**src/design/asd_pkg.sv**
```systemverilog
// Shared types and constants for the accelerometer step detector.
// Used by every module of the block; depends on nothing else.
package asd_pkg;

	localparam int MAG_W     = 11;
	localparam int AVG_W     = 11;
	localparam int TOTAL_W   = 16;
	localparam int PHASE_W   = 2;
	localparam int SETTLE_W  = 4;
	localparam int ALPHA_W   = 10;
	localparam int OVS_W     = 8;
	localparam int CFG_IDX_W = 2;
	localparam int CFG_DATA_W = 10;
	localparam int EWMA_SHIFT = 10;

	localparam int OUT_BITS    = MAG_W + AVG_W + TOTAL_W + PHASE_W + 1;
	localparam int OUT_TDATA_W = ((OUT_BITS + 7) / 8) * 8;

	localparam logic [ALPHA_W-1:0]  ALPHA_FULL     = 10'd1023;
	localparam logic [ALPHA_W-1:0]  ALPHA_RESET    = 10'd128;
	localparam logic [OVS_W-1:0]    OVS_RESET      = 8'd25;
	localparam logic [SETTLE_W-1:0] SETTLE_RESET   = 4'd5;
	localparam logic [SETTLE_W-1:0] SETTLE_MAX     = 4'd15;
	localparam logic [MAG_W-1:0]    MAG_MAX        = 11'h7FF;
	localparam logic [MAG_W-1:0]    VALLEY_INIT    = 11'd1024;

	localparam logic [CFG_IDX_W-1:0] REG_ALPHA     = 2'd0;
	localparam logic [CFG_IDX_W-1:0] REG_OVERSHOOT = 2'd1;
	localparam logic [CFG_IDX_W-1:0] REG_SETTLE    = 2'd2;

	typedef enum logic [PHASE_W-1:0] {
		PH_SEEK_MAX  = 2'd0,
		PH_SEEK_FALL = 2'd1,
		PH_SEEK_MIN  = 2'd2,
		PH_SEEK_RISE = 2'd3
	} phase_t;

	// Command to the shared multiply-accumulate unit.
	typedef struct packed {
		logic en;
		logic clr;
	} mac_ctl_t;

	// Detector settings taken from the configuration registers.
	typedef struct packed {
		logic [OVS_W-1:0]    overshoot;
		logic [SETTLE_W-1:0] settle_target;
	} det_cfg_t;

	// What the detector reports for the item it has just processed.
	typedef struct packed {
		logic               step_seen;
		phase_t             phase;
		logic [TOTAL_W-1:0] step_count;
		logic [AVG_W-1:0]   average;
	} det_res_t;

endpackage

```
**src/design/asd_mac.sv**
```systemverilog
// Shared multiply-accumulate unit of the step detector.
// Depends on asd_pkg for the command struct.
module asd_mac #(
	parameter int MUL_W = 11
) (
	input  logic                 clk,
	input  logic                 arst_n,
	input  asd_pkg::mac_ctl_t    ctl,
	input  logic [MUL_W-1:0]     op_a,
	input  logic [MUL_W-1:0]     op_b,
	output logic [2*MUL_W+1:0]   acc
);
	import asd_pkg::*;

	localparam int ACC_W = 2 * MUL_W + 2;

	logic [ACC_W-1:0]   acc_q;
	logic [2*MUL_W-1:0] prod;

	assign prod = op_a * op_b;

	always_ff @(posedge clk or negedge arst_n) begin
		if (!arst_n) begin
			acc_q <= '0;
		end else if (ctl.en) begin
			acc_q <= (ctl.clr ? '0 : acc_q) + ACC_W'(prod);
		end
	end

	assign acc = acc_q;

endmodule

```
**src/design/asd_isqrt.sv**
```systemverilog
// Bit-per-cycle floor integer square root for the step detector.
// Restoring digit recurrence; no package dependencies beyond asd_pkg import.
module asd_isqrt #(
	parameter int SUM_W  = 22,
	parameter int ROOT_W = 11
) (
	input  logic              clk,
	input  logic              arst_n,
	input  logic              start,
	input  logic [SUM_W-1:0]  value,
	output logic              busy,
	output logic [ROOT_W-1:0] root
);
	import asd_pkg::*;

	localparam int REM_W = ROOT_W + 2;
	localparam int CNT_W = $clog2(ROOT_W + 1);

	logic [SUM_W-1:0]  val_q;
	logic [REM_W-1:0]  rem_q;
	logic [ROOT_W-1:0] root_q;
	logic [CNT_W-1:0]  cnt_q;
	logic              busy_q;

	logic [REM_W-1:0]  rem_sh;
	logic [REM_W-1:0]  trial;
	logic              take;

	// Bring down the next two bits and try to subtract 4*root+1.
	assign rem_sh = {rem_q[ROOT_W-1:0], val_q[SUM_W-1 -: 2]};
	assign trial  = {root_q, 2'b01};
	assign take   = (rem_sh >= trial);

	always_ff @(posedge clk or negedge arst_n) begin
		if (!arst_n) begin
			busy_q <= 1'b0;
			cnt_q  <= '0;
		end else if (start) begin
			busy_q <= 1'b1;
			cnt_q  <= CNT_W'(ROOT_W);
		end else if (busy_q) begin
			cnt_q <= cnt_q - CNT_W'(1);
			if (cnt_q == CNT_W'(1)) begin
				busy_q <= 1'b0;
			end
		end
	end

	always_ff @(posedge clk) begin
		if (start) begin
			val_q  <= value;
			rem_q  <= '0;
			root_q <= '0;
		end else if (busy_q) begin
			val_q  <= {val_q[SUM_W-3:0], 2'b00};
			rem_q  <= take ? (rem_sh - trial) : rem_sh;
			root_q <= {root_q[ROOT_W-2:0], take};
		end
	end

	assign busy = busy_q;
	assign root = root_q;

endmodule

```
**src/design/asd_detector.sv**
```systemverilog
// Moving average and four-phase peak/valley step detector state.
// Depends on asd_pkg for phase codes, settings and result structs.
module asd_detector (
	input  logic                     clk,
	input  logic                     arst_n,
	input  logic                     update,
	input  logic [asd_pkg::MAG_W-1:0] mag,
	input  logic [asd_pkg::AVG_W-1:0] ewma,
	input  asd_pkg::det_cfg_t         cfg,
	output logic [asd_pkg::AVG_W-1:0] avg,
	output asd_pkg::det_res_t         res
);
	import asd_pkg::*;

	logic                seeded_q;
	logic [AVG_W-1:0]    avg_q;
	logic [MAG_W-1:0]    peak_q;
	logic [MAG_W-1:0]    valley_q;
	logic [SETTLE_W-1:0] settle_q;
	phase_t              phase_q;
	logic [TOTAL_W-1:0]  total_q;

	logic [AVG_W-1:0]    avg_n;
	logic [MAG_W-1:0]    peak_n;
	logic [MAG_W-1:0]    valley_n;
	logic [SETTLE_W-1:0] settle_n;
	logic [SETTLE_W-1:0] settle_inc;
	phase_t              phase_n;
	logic [TOTAL_W-1:0]  total_n;
	logic                seen;
	logic                fell;
	logic                rose;

	assign settle_inc = (settle_q < SETTLE_MAX) ? settle_q + SETTLE_W'(1) : settle_q;

	// The fall threshold wraps below zero, which means it is always crossed.
	assign fell = (avg_n < AVG_W'(cfg.overshoot)) ||
	              (mag < avg_n - AVG_W'(cfg.overshoot));
	assign rose = {1'b0, mag} > ({1'b0, avg_n} + (AVG_W + 1)'(cfg.overshoot));

	always_comb begin
		avg_n    = seeded_q ? ewma : mag;
		peak_n   = peak_q;
		valley_n = valley_q;
		settle_n = settle_q;
		phase_n  = phase_q;
		seen     = 1'b0;
		if (seeded_q) begin
			case (phase_q)
				PH_SEEK_MAX: begin
					if (mag > peak_q) begin
						peak_n   = mag;
						settle_n = '0;
					end else begin
						settle_n = settle_inc;
						if (settle_inc >= cfg.settle_target) begin
							phase_n = PH_SEEK_FALL;
						end
					end
				end
				PH_SEEK_FALL: begin
					if (mag > peak_q) begin
						peak_n   = mag;
						settle_n = '0;
						phase_n  = PH_SEEK_MAX;
					end else if (fell) begin
						seen     = 1'b1;
						valley_n = VALLEY_INIT;
						settle_n = '0;
						phase_n  = PH_SEEK_MIN;
					end
				end
				PH_SEEK_MIN: begin
					if (mag < valley_q) begin
						valley_n = mag;
						settle_n = '0;
					end else begin
						settle_n = settle_inc;
						if (settle_inc >= cfg.settle_target) begin
							phase_n = PH_SEEK_RISE;
						end
					end
				end
				PH_SEEK_RISE: begin
					if (mag < valley_q) begin
						valley_n = mag;
						settle_n = '0;
						phase_n  = PH_SEEK_MIN;
					end else if (rose) begin
						seen     = 1'b1;
						peak_n   = '0;
						settle_n = '0;
						phase_n  = PH_SEEK_MAX;
					end
				end
				default: begin
					phase_n = PH_SEEK_MAX;
				end
			endcase
		end
		total_n = total_q + TOTAL_W'(seen);
	end

	always_ff @(posedge clk or negedge arst_n) begin
		if (!arst_n) begin
			seeded_q <= 1'b0;
			avg_q    <= '0;
			peak_q   <= '0;
			valley_q <= VALLEY_INIT;
			settle_q <= '0;
			phase_q  <= PH_SEEK_MAX;
			total_q  <= '0;
		end else if (update) begin
			seeded_q <= 1'b1;
			avg_q    <= avg_n;
			peak_q   <= peak_n;
			valley_q <= valley_n;
			settle_q <= settle_n;
			phase_q  <= phase_n;
			total_q  <= total_n;
		end
	end

	assign avg            = avg_q;
	assign res.average    = avg_n;
	assign res.step_count = total_n;
	assign res.phase      = phase_n;
	assign res.step_seen  = seen;

endmodule

```
**src/design/accel_step_detector_top.sv**
```systemverilog
// Top level of the accelerometer step detector: sequencer, configuration
// registers and output register. Depends on asd_pkg, asd_mac, asd_isqrt, asd_detector.
//
// Usage. Each input word on s_* carries one three-axis sample. For every
// accepted word the block returns exactly one output word on m_* with the
// sample's magnitude (floor square root of the sum of squares), the moving
// average after this sample, the running step total, the detector phase and
// a flag set when this sample completed a step. The first sample after reset
// only seeds the average and never counts a step.
//
// Flow. s_tready rises again at the same edge at which a sample's output
// word becomes valid; the block takes no new sample before it is through
// with the last. The three squares and the two average products go one per
// cycle through a single shared multiplier; the square root is the
// bit-per-cycle unit. The block works on one sample at a time.
//
// Reset puts the average, detector and step total in their initial state and
// loads the default settings. If the receiver stalls, a finished result waits
// in the output register and the next sample is still accepted and processed;
// the block only holds at its final step until the output register is free.
// Configuration writes are meant to happen while no sample is in flight.
module accel_step_detector_top #(
	parameter int ACCEL_BITS = 10
) (
	input  logic clk,
	input  logic arst_n,

	// Fields from bit 0 up: accel_x, accel_y, accel_z, zero padding.
	input  logic [((3*ACCEL_BITS+7)/8)*8-1:0] s_tdata,
	input  logic                              s_tvalid,
	output logic                              s_tready,

	// Fields from bit 0 up: magnitude, average, step_count,
	// detector_phase, step_seen, zero padding.
	output logic [asd_pkg::OUT_TDATA_W-1:0]   m_tdata,
	output logic                              m_tvalid,
	input  logic                              m_tready,

	input  logic                              cfg_wr_en,
	input  logic [asd_pkg::CFG_IDX_W-1:0]     cfg_index,
	input  logic [asd_pkg::CFG_DATA_W-1:0]    cfg_data
);
	import asd_pkg::*;

	localparam int MUL_W  = (ACCEL_BITS > MAG_W) ? ACCEL_BITS : MAG_W;
	localparam int ACC_W  = 2 * MUL_W + 2;
	localparam int SUM_W  = 2 * ACCEL_BITS + 2;
	localparam int ROOT_W = ACCEL_BITS + 1;
	localparam int EXT_W  = (ROOT_W > MAG_W) ? ROOT_W : MAG_W;

	// Sequencer states, one-hot.
	typedef enum logic [5:0] {
		ST_IDLE    = 6'b000001,
		ST_SQUARE  = 6'b000010,
		ST_ROOT_GO = 6'b000100,
		ST_ROOT    = 6'b001000,
		ST_AVG     = 6'b010000,
		ST_DETECT  = 6'b100000
	} seq_state_t;

	seq_state_t state_q;
	logic [1:0] step_q;

	logic [ACCEL_BITS-1:0] ax_q;
	logic [ACCEL_BITS-1:0] ay_q;
	logic [ACCEL_BITS-1:0] az_q;

	logic [ALPHA_W-1:0]  alpha_q;
	logic [OVS_W-1:0]    overshoot_q;
	logic [SETTLE_W-1:0] settle_target_q;

	logic [OUT_TDATA_W-1:0] out_q;
	logic                   out_valid_q;

	mac_ctl_t          mac_ctl;
	logic [MUL_W-1:0]  op_a;
	logic [MUL_W-1:0]  op_b;
	logic [ACC_W-1:0]  acc;
	logic [ACCEL_BITS-1:0] axis_sel;

	logic              root_start;
	logic              root_busy;
	logic [ROOT_W-1:0] root;
	logic [EXT_W-1:0]  root_ext;
	logic [MAG_W-1:0]  mag;
	logic [AVG_W-1:0]  ewma;
	logic [AVG_W-1:0]  avg;

	det_cfg_t det_cfg;
	det_res_t det_res;
	logic     out_free;
	logic     det_update;

	// Configuration registers.
	always_ff @(posedge clk or negedge arst_n) begin
		if (!arst_n) begin
			alpha_q         <= ALPHA_RESET;
			overshoot_q     <= OVS_RESET;
			settle_target_q <= SETTLE_RESET;
		end else if (cfg_wr_en) begin
			case (cfg_index)
				REG_ALPHA:     alpha_q         <= cfg_data[ALPHA_W-1:0];
				REG_OVERSHOOT: overshoot_q     <= cfg_data[OVS_W-1:0];
				REG_SETTLE:    settle_target_q <= cfg_data[SETTLE_W-1:0];
				default:       ;
			endcase
		end
	end

	assign s_tready   = (state_q == ST_IDLE);
	assign out_free   = !out_valid_q || m_tready;
	assign det_update = (state_q == ST_DETECT) && out_free;
	assign root_start = (state_q == ST_ROOT_GO);

	// Sequencer.
	always_ff @(posedge clk or negedge arst_n) begin
		if (!arst_n) begin
			state_q <= ST_IDLE;
			step_q  <= '0;
		end else begin
			case (state_q)
				ST_IDLE: begin
					step_q <= '0;
					if (s_tvalid) begin
						state_q <= ST_SQUARE;
					end
				end
				ST_SQUARE: begin
					if (step_q == 2'd2) begin
						step_q  <= '0;
						state_q <= ST_ROOT_GO;
					end else begin
						step_q <= step_q + 2'd1;
					end
				end
				ST_ROOT_GO: begin
					state_q <= ST_ROOT;
				end
				ST_ROOT: begin
					if (!root_busy) begin
						state_q <= ST_AVG;
					end
				end
				ST_AVG: begin
					if (step_q == 2'd1) begin
						step_q  <= '0;
						state_q <= ST_DETECT;
					end else begin
						step_q <= step_q + 2'd1;
					end
				end
				ST_DETECT: begin
					if (out_free) begin
						state_q <= ST_IDLE;
					end
				end
				default: begin
					state_q <= ST_IDLE;
				end
			endcase
		end
	end

	// Sample capture at acceptance.
	always_ff @(posedge clk) begin
		if (s_tvalid && s_tready) begin
			ax_q <= s_tdata[ACCEL_BITS-1:0];
			ay_q <= s_tdata[2*ACCEL_BITS-1:ACCEL_BITS];
			az_q <= s_tdata[3*ACCEL_BITS-1:2*ACCEL_BITS];
		end
	end

	// Operand selection for the shared multiplier: three squares while summing,
	// then alpha*magnitude and (1023-alpha)*average for the moving average.
	always_comb begin
		case (step_q)
			2'd0:    axis_sel = ax_q;
			2'd1:    axis_sel = ay_q;
			default: axis_sel = az_q;
		endcase
		mac_ctl.en  = 1'b0;
		mac_ctl.clr = 1'b0;
		op_a        = MUL_W'(axis_sel);
		op_b        = MUL_W'(axis_sel);
		if (state_q == ST_SQUARE) begin
			mac_ctl.en  = 1'b1;
			mac_ctl.clr = (step_q == 2'd0);
		end else if (state_q == ST_AVG) begin
			mac_ctl.en = 1'b1;
			if (step_q == 2'd0) begin
				mac_ctl.clr = 1'b1;
				op_a        = MUL_W'(alpha_q);
				op_b        = MUL_W'(mag);
			end else begin
				op_a = MUL_W'(ALPHA_FULL - alpha_q);
				op_b = MUL_W'(avg);
			end
		end
	end

	asd_mac #(
		.MUL_W(MUL_W)
	) u_mac (
		.clk   (clk),
		.arst_n(arst_n),
		.ctl   (mac_ctl),
		.op_a  (op_a),
		.op_b  (op_b),
		.acc   (acc)
	);

	asd_isqrt #(
		.SUM_W (SUM_W),
		.ROOT_W(ROOT_W)
	) u_isqrt (
		.clk   (clk),
		.arst_n(arst_n),
		.start (root_start),
		.value (acc[SUM_W-1:0]),
		.busy  (root_busy),
		.root  (root)
	);

	// Wide sample widths can give a root beyond the field; it saturates.
	assign root_ext = EXT_W'(root);
	assign mag      = (root_ext > EXT_W'(MAG_MAX)) ? MAG_MAX : root_ext[MAG_W-1:0];
	assign ewma     = acc[EWMA_SHIFT+AVG_W-1:EWMA_SHIFT];

	assign det_cfg.overshoot     = overshoot_q;
	assign det_cfg.settle_target = settle_target_q;

	asd_detector u_detector (
		.clk   (clk),
		.arst_n(arst_n),
		.update(det_update),
		.mag   (mag),
		.ewma  (ewma),
		.cfg   (det_cfg),
		.avg   (avg),
		.res   (det_res)
	);

	// Output register.
	always_ff @(posedge clk or negedge arst_n) begin
		if (!arst_n) begin
			out_valid_q <= 1'b0;
		end else if (det_update) begin
			out_valid_q <= 1'b1;
		end else if (m_tready) begin
			out_valid_q <= 1'b0;
		end
	end

	always_ff @(posedge clk) begin
		if (det_update) begin
			out_q <= OUT_TDATA_W'({det_res.step_seen, det_res.phase,
			                       det_res.step_count, det_res.average, mag});
		end
	end

	assign m_tdata  = out_q;
	assign m_tvalid = out_valid_q;

endmodule
```
**config.mk**
```make
export PLATFORM = sky130hd
export DESIGN_NAME = accel_step_detector_top
export DESIGN_NICKNAME = d
export VERILOG_FILES = /design/src/design/asd_pkg.sv /design/src/design/asd_mac.sv /design/src/design/asd_isqrt.sv /design/src/design/asd_detector.sv /design/src/design/accel_step_detector_top.sv
export SDC_FILE = /design/constraint.sdc
export NUM_CORES = 1
export LEC_CHECK = 0
export BUFFER_PORTS_ARGS = -buffer_cell sky130_fd_sc_hd__buf_2
export CAP_MARGIN = 10
export CORE_ASPECT_RATIO = 1.5
export CORE_MARGIN = 2
export CORE_UTILIZATION = 58
export CTS_BUF_LIST = sky130_fd_sc_hd__clkbuf_8
export DETAILED_ROUTE_END_ITERATION = 10
export GPL_ROUTABILITY_DRIVEN = 0
export GPL_TIMING_DRIVEN = 0
export HOLD_SLACK_MARGIN = 0.15
export PLACE_DENSITY = 0.84
export SLEW_MARGIN = 40
export SYNTH_ARGS = -nofsm -noshare
export SYNTH_HDL_FRONTEND = slang
export SYNTH_HIERARCHICAL = 1
export SYNTH_SLANG_ARGS = --single-unit
```
**constraint.sdc**
```tcl
create_clock -name clk -period 8.05 [get_ports clk]
set_input_delay 0.805 -clock clk [delete_from_list [all_inputs] [get_ports clk]]
set_output_delay 0.805 -clock clk [all_outputs]
set_load 0.01 [all_outputs]
```
## Word level (Yosys, flattened, before mapping)

Cells that the tools add are included.
Widths: inputs -> output; s select.

- Bits in registers: 231
- Bits of input ports: 49
- Output and inout port bits: 50

- Add/subtract/negate cells: 9
- $mul: 1
- Order comparisons: 9
- Equal/unequal tests: 27
- Muxes and demuxes: 64
- Reduce and logical (&&, ||, !) cells: 22

Operator list:

| kind | count |
|---|---|
| $mux 11 | 15 |
| $mux 22 | 2 |
| $pmux 11 s2 | 2 |
| $mux 4 | 9 |
| $pmux 6 s6 | 1 |
| $mux 6 | 5 |
| $mux 2 | 13 |
| $add 24x22->24 | 1 |
| $mux 24 | 1 |
| $lt 11x11->1 | 2 |
| $mul 11x11->22 | 1 |
| $pmux 10 s2 | 1 |
| $add 16x1->16 | 1 |
| $pmux 4 s4 | 1 |
| $ne 2x2->1 const B | 7 |
| $ge 13x13->1 | 1 |
| $add 11x8->12 | 1 |
| $gt 11x12->1 | 1 |
| $reduce_and 6->1 | 2 |
| $gt 11x11->1 | 1 |
| $gt 11x11->1 const B | 1 |
| $lt 11x8->1 | 1 |
| $mux 1 | 11 |
| $sub 10x10->11 const A | 1 |
| 31 further kinds | 50 |

## Depth between registers and ports, before layout

Gate-level depths: netlist of the first run.

- Depth in word-level cells: 11
- Gate-level depth with buffers: 30
- Mapped depth without buffers: 28

## Modules after synthesis

The synthesis of the first run kept the hierarchy.

Modules (own cells, without submodules):

| module | instances | cells each | area an instance (um^2) | seq. area each (um^2) |
|---|---|---|---|---|
| asd_mac | 1 | 671 | 5848.1 | 600.6 |
| asd_detector | 1 | 497 | 4643.2 | 1402.6 |
| accel_step_detector_top | 1 | 287 | 4175.3 | 2916.5 |
| asd_isqrt | 1 | 234 | 2558.7 | 1226.2 |

## Worst setup path after synthesis of the first run

No wires, ideal clock.

- Path type: reg2reg
- From: reg state_q[5]
- To: reg u_mac.acc_q[19], in the netlist u_mac/acc[19]
- Setup time: 0.125 ns
- Arrival: 5.857 ns
- Data required time: 7.925 ns
- Setup slack: 2.068 ns
- Stages on the path, launching flop included: 25
- Path buffers: 3
- Period minus slack after synthesis: 5.982 ns
- Cells stage by stage: dfrtp_1 nor4b_1 nand2_1 buf_6 buf_6 o21ai_0 clkbuf_1 nand2_1 fa_1 inv_1 fa_1 inv_1 fa_1 inv_1 fa_1 inv_1 fa_1 inv_1 ha_1 or3_4 o221ai_4 a21o_2 o21ai_2 xor2_1 mux2_2

- Cells in the longest elaborated chain, start to end: 5
- Elaborated cells between the ends (all ways): 11

RTL lines:

| what | RTL line | RTL |
|---|---|---|
| start, declared | accel_step_detector_top.sv:61 | `seq_state_t state_q;` |
| start signal, assigned | accel_step_detector_top.sv:118 | `state_q <= ST_IDLE;` |
| start signal, assigned | accel_step_detector_top.sv:125 | `state_q <= ST_SQUARE;` |
| start signal, assigned | accel_step_detector_top.sv:131 | `state_q <= ST_ROOT_GO;` |
| $eq 6x5->1 | accel_step_detector_top.sv:188 | `end else if (state_q == ST_AVG) begin` |
| $mux 11 | accel_step_detector_top.sv:188 |  |
| $mux 11 * | accel_step_detector_top.sv:185 | `if (state_q == ST_SQUARE) begin` |
| via op_a[5] | accel_step_detector_top.sv:76 | `logic [MUL_W-1:0] op_a;` |
| $mul 11x11->22 * | asd_mac.sv:20 | `assign prod = op_a * op_b;` |
| $add 24x22->24 * | asd_mac.sv:26 | `acc_q <= (ctl.clr ? '0 : acc_q) + ACC_W'(prod);` |
| end signal, assigned | asd_mac.sv:26 |  |
| end, declared | asd_mac.sv:17 | `logic [ACC_W-1:0] acc_q;` |

The timed path passes the listed nets; every way through them passes the cells marked *.
A chain may end at the register's enable or synchronous reset.

==> results of run 1 <==
-- stage by stage --
step | setup WS (ns) | cells | instance area, sq um | hold slack, ns | util, %
after floorplan | 2.08 | 1659 | 17000 | 0.436 | -
after global placement | 1.03 | 2138 | 17900 | 0.458 | 62.4
after detailed placement | 0.968 | 2141 | 18000 | 0.477 | 62.7
after CTS | 0.880 | 2205 | 18700 | 0.393 | 65.0
after global routing | 0.319 | 2207 | 18700 | 0.388 | 65.0
final | 0.762 | 2207 | 18700 | 0.403 | 65.0
-- worst max-delay path: cells and delay by family, from the launching register on --
| family | cells | cell delay (ns) |
|---|---|---|
| AOI/OAI and AO/OA | 8 | 1.76 |
| xor gates and xnor gates | 2 | 0.28 |
| adders and majority gates | 5 | 1.52 |
| buffers and inverters | 3 | 0.75 |
| DFF | 1 | 0.32 |
| muxes | 1 | 0.55 |
| and+or+nand+nor | 9 | 1.88 |
-- layer usage --
layer / global-route usage (%) / part of all wire, % / wire length, microns / vias to the layer above
met5: 0 / 0 / 0 / -
met4: 19.2 / 7.3 / 2950 / 0
met3: 3.73 / 4.8 / 1970 / 171
met2: 49.0 / 52 / 21200 / 470
met1: 29.2 / 36 / 14500 / 6219
li1: - / - / - / 5763
-- worst min-delay path by stage --
| stage | end | depth (start not counted) |
|---|---|---|
| 2_1_floorplan | u_isqrt/rem_q[9] | 2 |
| 3_3_place_gp | u_isqrt/rem_q[0] | 2 |
| 3_5_place_dp | u_isqrt/rem_q[0] | 2 |
| 4_1_cts | ax_q[3] | 1 |
| 5_1_grt | ay_q[8] | 1 |
| 6_report | ax_q[3] | 1 |
-- state kept, by name, indices dropped and copies added (netlist names), 11 cells and up --
signal / flops
m_tdata: 41
u_detector/avg: 11
u_detector/valley_q: 11
u_mac/acc: 22
u_detector/total_q: 16
u_isqrt/val_q: 22
u_isqrt/rem_q: 11
u_isqrt/root: 11
u_detector/peak_q: 11
-- repair_timing --
| action | 4_1_cts | 5_1_grt |
|---|---|---|
| endpoints found under the hold margin | 7 | 0 |
| hold buffers | 1 | 0 |
| endpoints found under the setup margin | 0 | 0 |
-- layout make-up --
cell class	instances	area (sq um)	area share [%]
Buffer	81	397	2.12
Clock buffer	37	509	2.73
Inverter	241	905	4.84
Antenna cell	2	5.00	0.0268
Clock inverter	26	151	0.811
Multi-Input combinational cell	1108	9590	51.3
Timing Repair Buffer	93	536	2.87
Sequential cell	229	6100	32.6
Tap cell	390	488	2.61
==> key figures, run 1 <==
Logic synthesis
  • Yosys warns: 6
  • Mapped cell area: 17,000 sq um
  • Syn Inst Count: 1,651
  • Avg Inst Size Synth: 10.3 sq um

STA
  • Fin crit period: 7.29 ns
  • Achievable Freq: 0.137 GHz
  • Max-slew headroom: 49.1%
  • Unrepaired setup endpoints after global routing: no
  • Worst clock skew: 0.0546 ns
  • Total negative slack: 0 ns
  • Final Hold Fails: 0
  • Fin. max-slew vios: 0
  • Fin crit share: 90.5%
  • Measured slew at the worst slew-check pin: 0.758 ns
  • Count of final setup violators: 0

Worst setup path
  • Critical Path Fanout Max: 10
  • Worst Path Arrival: 7.62 ns
  • CP Capture Point: m_tdata[36]
  • Slack of the worst reg-to-reg path: 0.76 ns
  • R2R Path Start: u_detector/seeded_q
  • Crit Path Class: reg2reg
  • Reg2Reg Depth: 28
  • Top cell by count, worst path: and3_1
  • Critical Path Start: u_detector/seeded_q
  • Worst path slowest cell: mux2i_1
  • Critical Path RT: 8.38 ns
  • CP max stage delay: 0.55 ns
  • Startpoint type of the worst setup path: flop
  • Worst setup EP type: flop
  • Crit Reg-Reg Endpoint: m_tdata[36]

Clock network
  • Resize count post-CTS: 0
  • CTS max path bufs: 3
  • CTS tree: yes
  • Setup Buffers After CTS: 0
  • Skew-Pair Late Insertion Delay: 0.57 ns
  • Clk Tree Root Cell: clkbuf_8
  • Clk slew on worst S/H paths: 0.07 ns
  • CTS Buf Count: 35
  • # H-tree levels: 2
  • Clock sink count: 229

Layout
  • Most common cell after layout, fill and taps aside: inv_1
  • Share of cells above drive strength 1: 14.5%
  • Area Growth Syn to Fin: 10.2%
  • Most frequent cells in the layout: inv_1 (256), nand2_1 (156), ha_1 (143)
  • Nets@finish: 2,085
  • Layout fillers: 2,186

Place
  • Dpl hpwl: 31,000 microns
  • PortBufs: 89

Routing
  • Via count: 12,600
  • WL final: 40,600 microns
  • DRT Pass-1 Iters: 5
  • 1st-iter DRT viols: 679
  • Detail Route Antenna Nets: 0
  • Residual DRC: 0
  • DR WL/cell: 18.4 microns
  • Number of vias per cell: 5.72

Global routing
  • GR Util All Layers: 27.2%
  • Vias in the first global route: 13,500
  • Initial antenna violation count: 2
  • Largest net degree at the start of global routing: 68
  • Total grt overflow: 0
  • First-pass GRT wire length: 65,100 microns

Min path
  • Hold Path Origin: s_tdata[3]
  • Worst min-delay path category: in2reg

Floorplan
  • # IOs: 99
  • Die width: 144 microns
  • Row count: 76
  • Die Span Y: 213 microns
  • Initial Util: 59.0%
  • Die area: 30,600 sq um
  • Core area: 28,700 sq um

Run
  • Max-cap violation count: 0

Outcome
  • Status: finished, final reports clean
Power of run 1 is not shown: default switching activity piles up to over one toggle a cycle in this logic, so the estimate is an artifact.
==> run 2, diff against run 1 <==
- CORE_UTILIZATION: 58 -> 50
- CTS_CLUSTER_DIAMETER: default -> 200
- PLACE_DENSITY: 0.84 -> 0.68
==> run 2 against run 1 <==
  * Global-route usage fell by 3.6 points
  * Worst hold slack lost 0.22 ns
  * Register-to-register slack worse by 0.19 ns
  * Clock skew shrank 0.028 ns
  * Critical path type unchanged
  * Highest routed layer unchanged
==> key figures, run 2 (same netlist as run 1, synthesis figures left out) <==
Outcome
  • Status: finished, final reports clean (unchanged)

Clock network
  • Resize count post-CTS: 0 (unchanged)
  • # H-tree levels: 2 (unchanged)
  • Clk slew on worst S/H paths: 0.07 ns (about the same)
  • Skew-Pair Late Insertion Delay: 0.56 ns (was 0.57 ns)
  • Post-CTS Hold Buffers: 0 (was 1)
  • Clk Tree Root Cell: clkbuf_8 (unchanged)
  • CTS tree: yes (unchanged)
  • CTS max path bufs: 3 (unchanged)
  • Clock sink count: 229 (unchanged)
  • CTS Buf Count: 37 (was 35)
  • Setup Buffers After CTS: 0 (unchanged)

Layout
  • Most frequent cells in the layout: inv_1 (249), nand2_1 (156), ha_1 (143) (was inv_1 (256), nand2_1 (156), ha_1 (143))
  • Area Growth Syn to Fin: 11.0% (was 10.2%)
  • End-of-flow core utilization: 56.3% (was 65.0%)
  • Fin area: 18,800 sq um (was 18,700 sq um)
  • Layout fillers: 2,935 (was 2,186)
  • Most common cell after layout, fill and taps aside: inv_1 (unchanged)
  • Nets@finish: 2,086 (was 2,085)
  • Share of cells above drive strength 1: 15.0% (was 14.5%)
  • Max FFs per register: 41 (unchanged)
  • Antenna diodes: 0 (was 2)

Worst setup path
  • Slack of the worst reg-to-reg path: 0.58 ns (was 0.76 ns)
  • Critical Path RT: 8.35 ns (was 8.38 ns)
  • Crit Path Class: reg2reg (unchanged)
  • Worst Path Arrival: 7.77 ns (was 7.62 ns)
  • Startpoint type of the worst setup path: flop (unchanged)
  • Critical Path Fanout Max: 10 (unchanged)
  • Worst setup EP type: flop (unchanged)
  • Worst path slowest cell: mux2i_1 (unchanged)
  • CP max stage delay: 0.58 ns (was 0.55 ns)
  • Top cell by count, worst path: and3_1 (unchanged)

STA
  • Max-slew headroom: 48.9% (was 49.1%)
  • Worst clock skew: 0.0267 ns (was 0.0546 ns)
  • Measured slew at the worst slew-check pin: 0.762 ns (was 0.758 ns)
  • Final Hold Fails: 0 (unchanged)
  • Achievable Freq: 0.134 GHz (was 0.137 GHz)
  • Fin. max-slew vios: 0 (unchanged)
  • Count of final setup violators: 0 (unchanged)
  • Fin crit share: 92.8% (was 90.5%)
  • Fin crit period: 7.47 ns (was 7.29 ns)
  • Total negative slack: 0 ns (unchanged)
  • Unrepaired setup endpoints after global routing: no (unchanged)

Place
  • Dpl hpwl: 31,700 microns (was 31,000 microns)
  • Placed cell area: 18,000 sq um (about the same)
  • PortBufs: 89 (unchanged)

Global routing
  • GR Util All Layers: 23.6% (was 27.2%)
  • First-pass GRT wire length: 65,800 microns (was 65,100 microns)
  • Initial antenna violation count: 0 (was 2)
  • Total grt overflow: 0 (unchanged)
  • Vias in the first global route: 13,000 (was 13,500)
  • Largest net degree at the start of global routing: 60 (was 68)

Routing
  • Via count: 12,200 (was 12,600)
  • Detail Route Antenna Nets: 0 (unchanged)
  • DRT Pass-1 Iters: 5 (unchanged)
  • WL final: 40,400 microns (was 40,600 microns)
  • Residual DRC: 0 (unchanged)
  • Number of vias per cell: 5.44 (was 5.72)
  • DR WL/cell: 18.1 microns (was 18.4 microns)
  • 1st-iter DRT viols: 565 (was 679)

Floorplan
  • Die width: 154 microns (was 144 microns)
  • Row count: 82 (was 76)
  • Core area: 33,400 sq um (was 28,700 sq um)
  • Initial Util: 50.7% (was 59.0%)
  • Die Span Y: 230 microns (was 213 microns)
  • Die area: 35,400 sq um (was 30,600 sq um)
  • # IOs: 99 (unchanged)

Min path
  • Worst min-delay path category: in2async (was in2reg)

Run
  • Max-cap violation count: 0 (unchanged)
==> run 2: changes by cell type in the layout (fill, tap and decap cells not counted) <==
cell	change
buf_16	-1
buf_8	+1
bufinv_16	+4
clkbuf_8	+2
clkinv_1	+2
clkinv_2	+4
clkinv_8	-1
diode_2	-2
dlygate4sd3_1	-1
inv_1	-7
==> run 2: per-layer routing <==
| layer | vias up | part of all wire, % | global-route usage (%) |
|---|---|---|---|
| met5 | - | 0 | 0 |
| met3 | 95 | 3.7 | 2.78 |
| met1 | 6044 | 37 | 26.0 |
| met4 | 0 | 4.6 | 10.4 |
| li1 | 5766 | - | - |
| met2 | 272 | 55 | 45.1 |
==> run 2: cell type report <==
| cell class | count | area, sq um | share of cell area [%] |
|---|---|---|---|
| multi-input combinational | 1108 | 9590 | 51.0 |
| inverter | 241 | 905 | 4.81 |
| buffer | 81 | 397 | 2.11 |
| clock inverter | 28 | 256 | 1.36 |
| tap | 420 | 526 | 2.79 |
| timing repair buffer | 92 | 513 | 2.73 |
| sequential | 229 | 6100 | 32.4 |
| clock buffer | 39 | 537 | 2.85 |
==> run 2: worst paths after layout <==
kind / cells past startpoint / endpoint / start
worst min register to register: 2 / u_isqrt/rem_q[0] / u_isqrt/rem_q[0]
worst max register to register: 28 / m_tdata[36] / u_detector/seeded_q
worst max-delay path: 28 / m_tdata[36] / u_detector/seeded_q
max in group asynchronous: 2 / overshoot_q[4] / arst_n
worst min-delay path: 1 / u_detector/peak_q[3] / arst_n
min in group clk: 1 / ay_q[5] / s_tdata[15]
==> run 2: through the flow <==
step	hold WS, ns	cells	setup slack [ns]
floorplan	0.436	1659	2.08
global placement	0.458	2168	0.771
detailed placement	0.471	2171	0.762
CTS	0.165	2238	0.647
global route	0.190	2238	0.225
finish	0.185	2238	0.577
==> run 2: critical path: cells and delay by family (launching register included) <==
kind,cells,cell delay (ns)
adder cells (fa/ha/maj),5,1.55
AND/OR/NAND/NOR,9,1.95
multiplexers,1,0.58
buffers and inverters,3,0.74
XOR/XNOR,2,0.28
flip-flops,1,0.33
AO/OA/AOI/OAI,8,1.75
Power of run 2 is left out for the same reason.
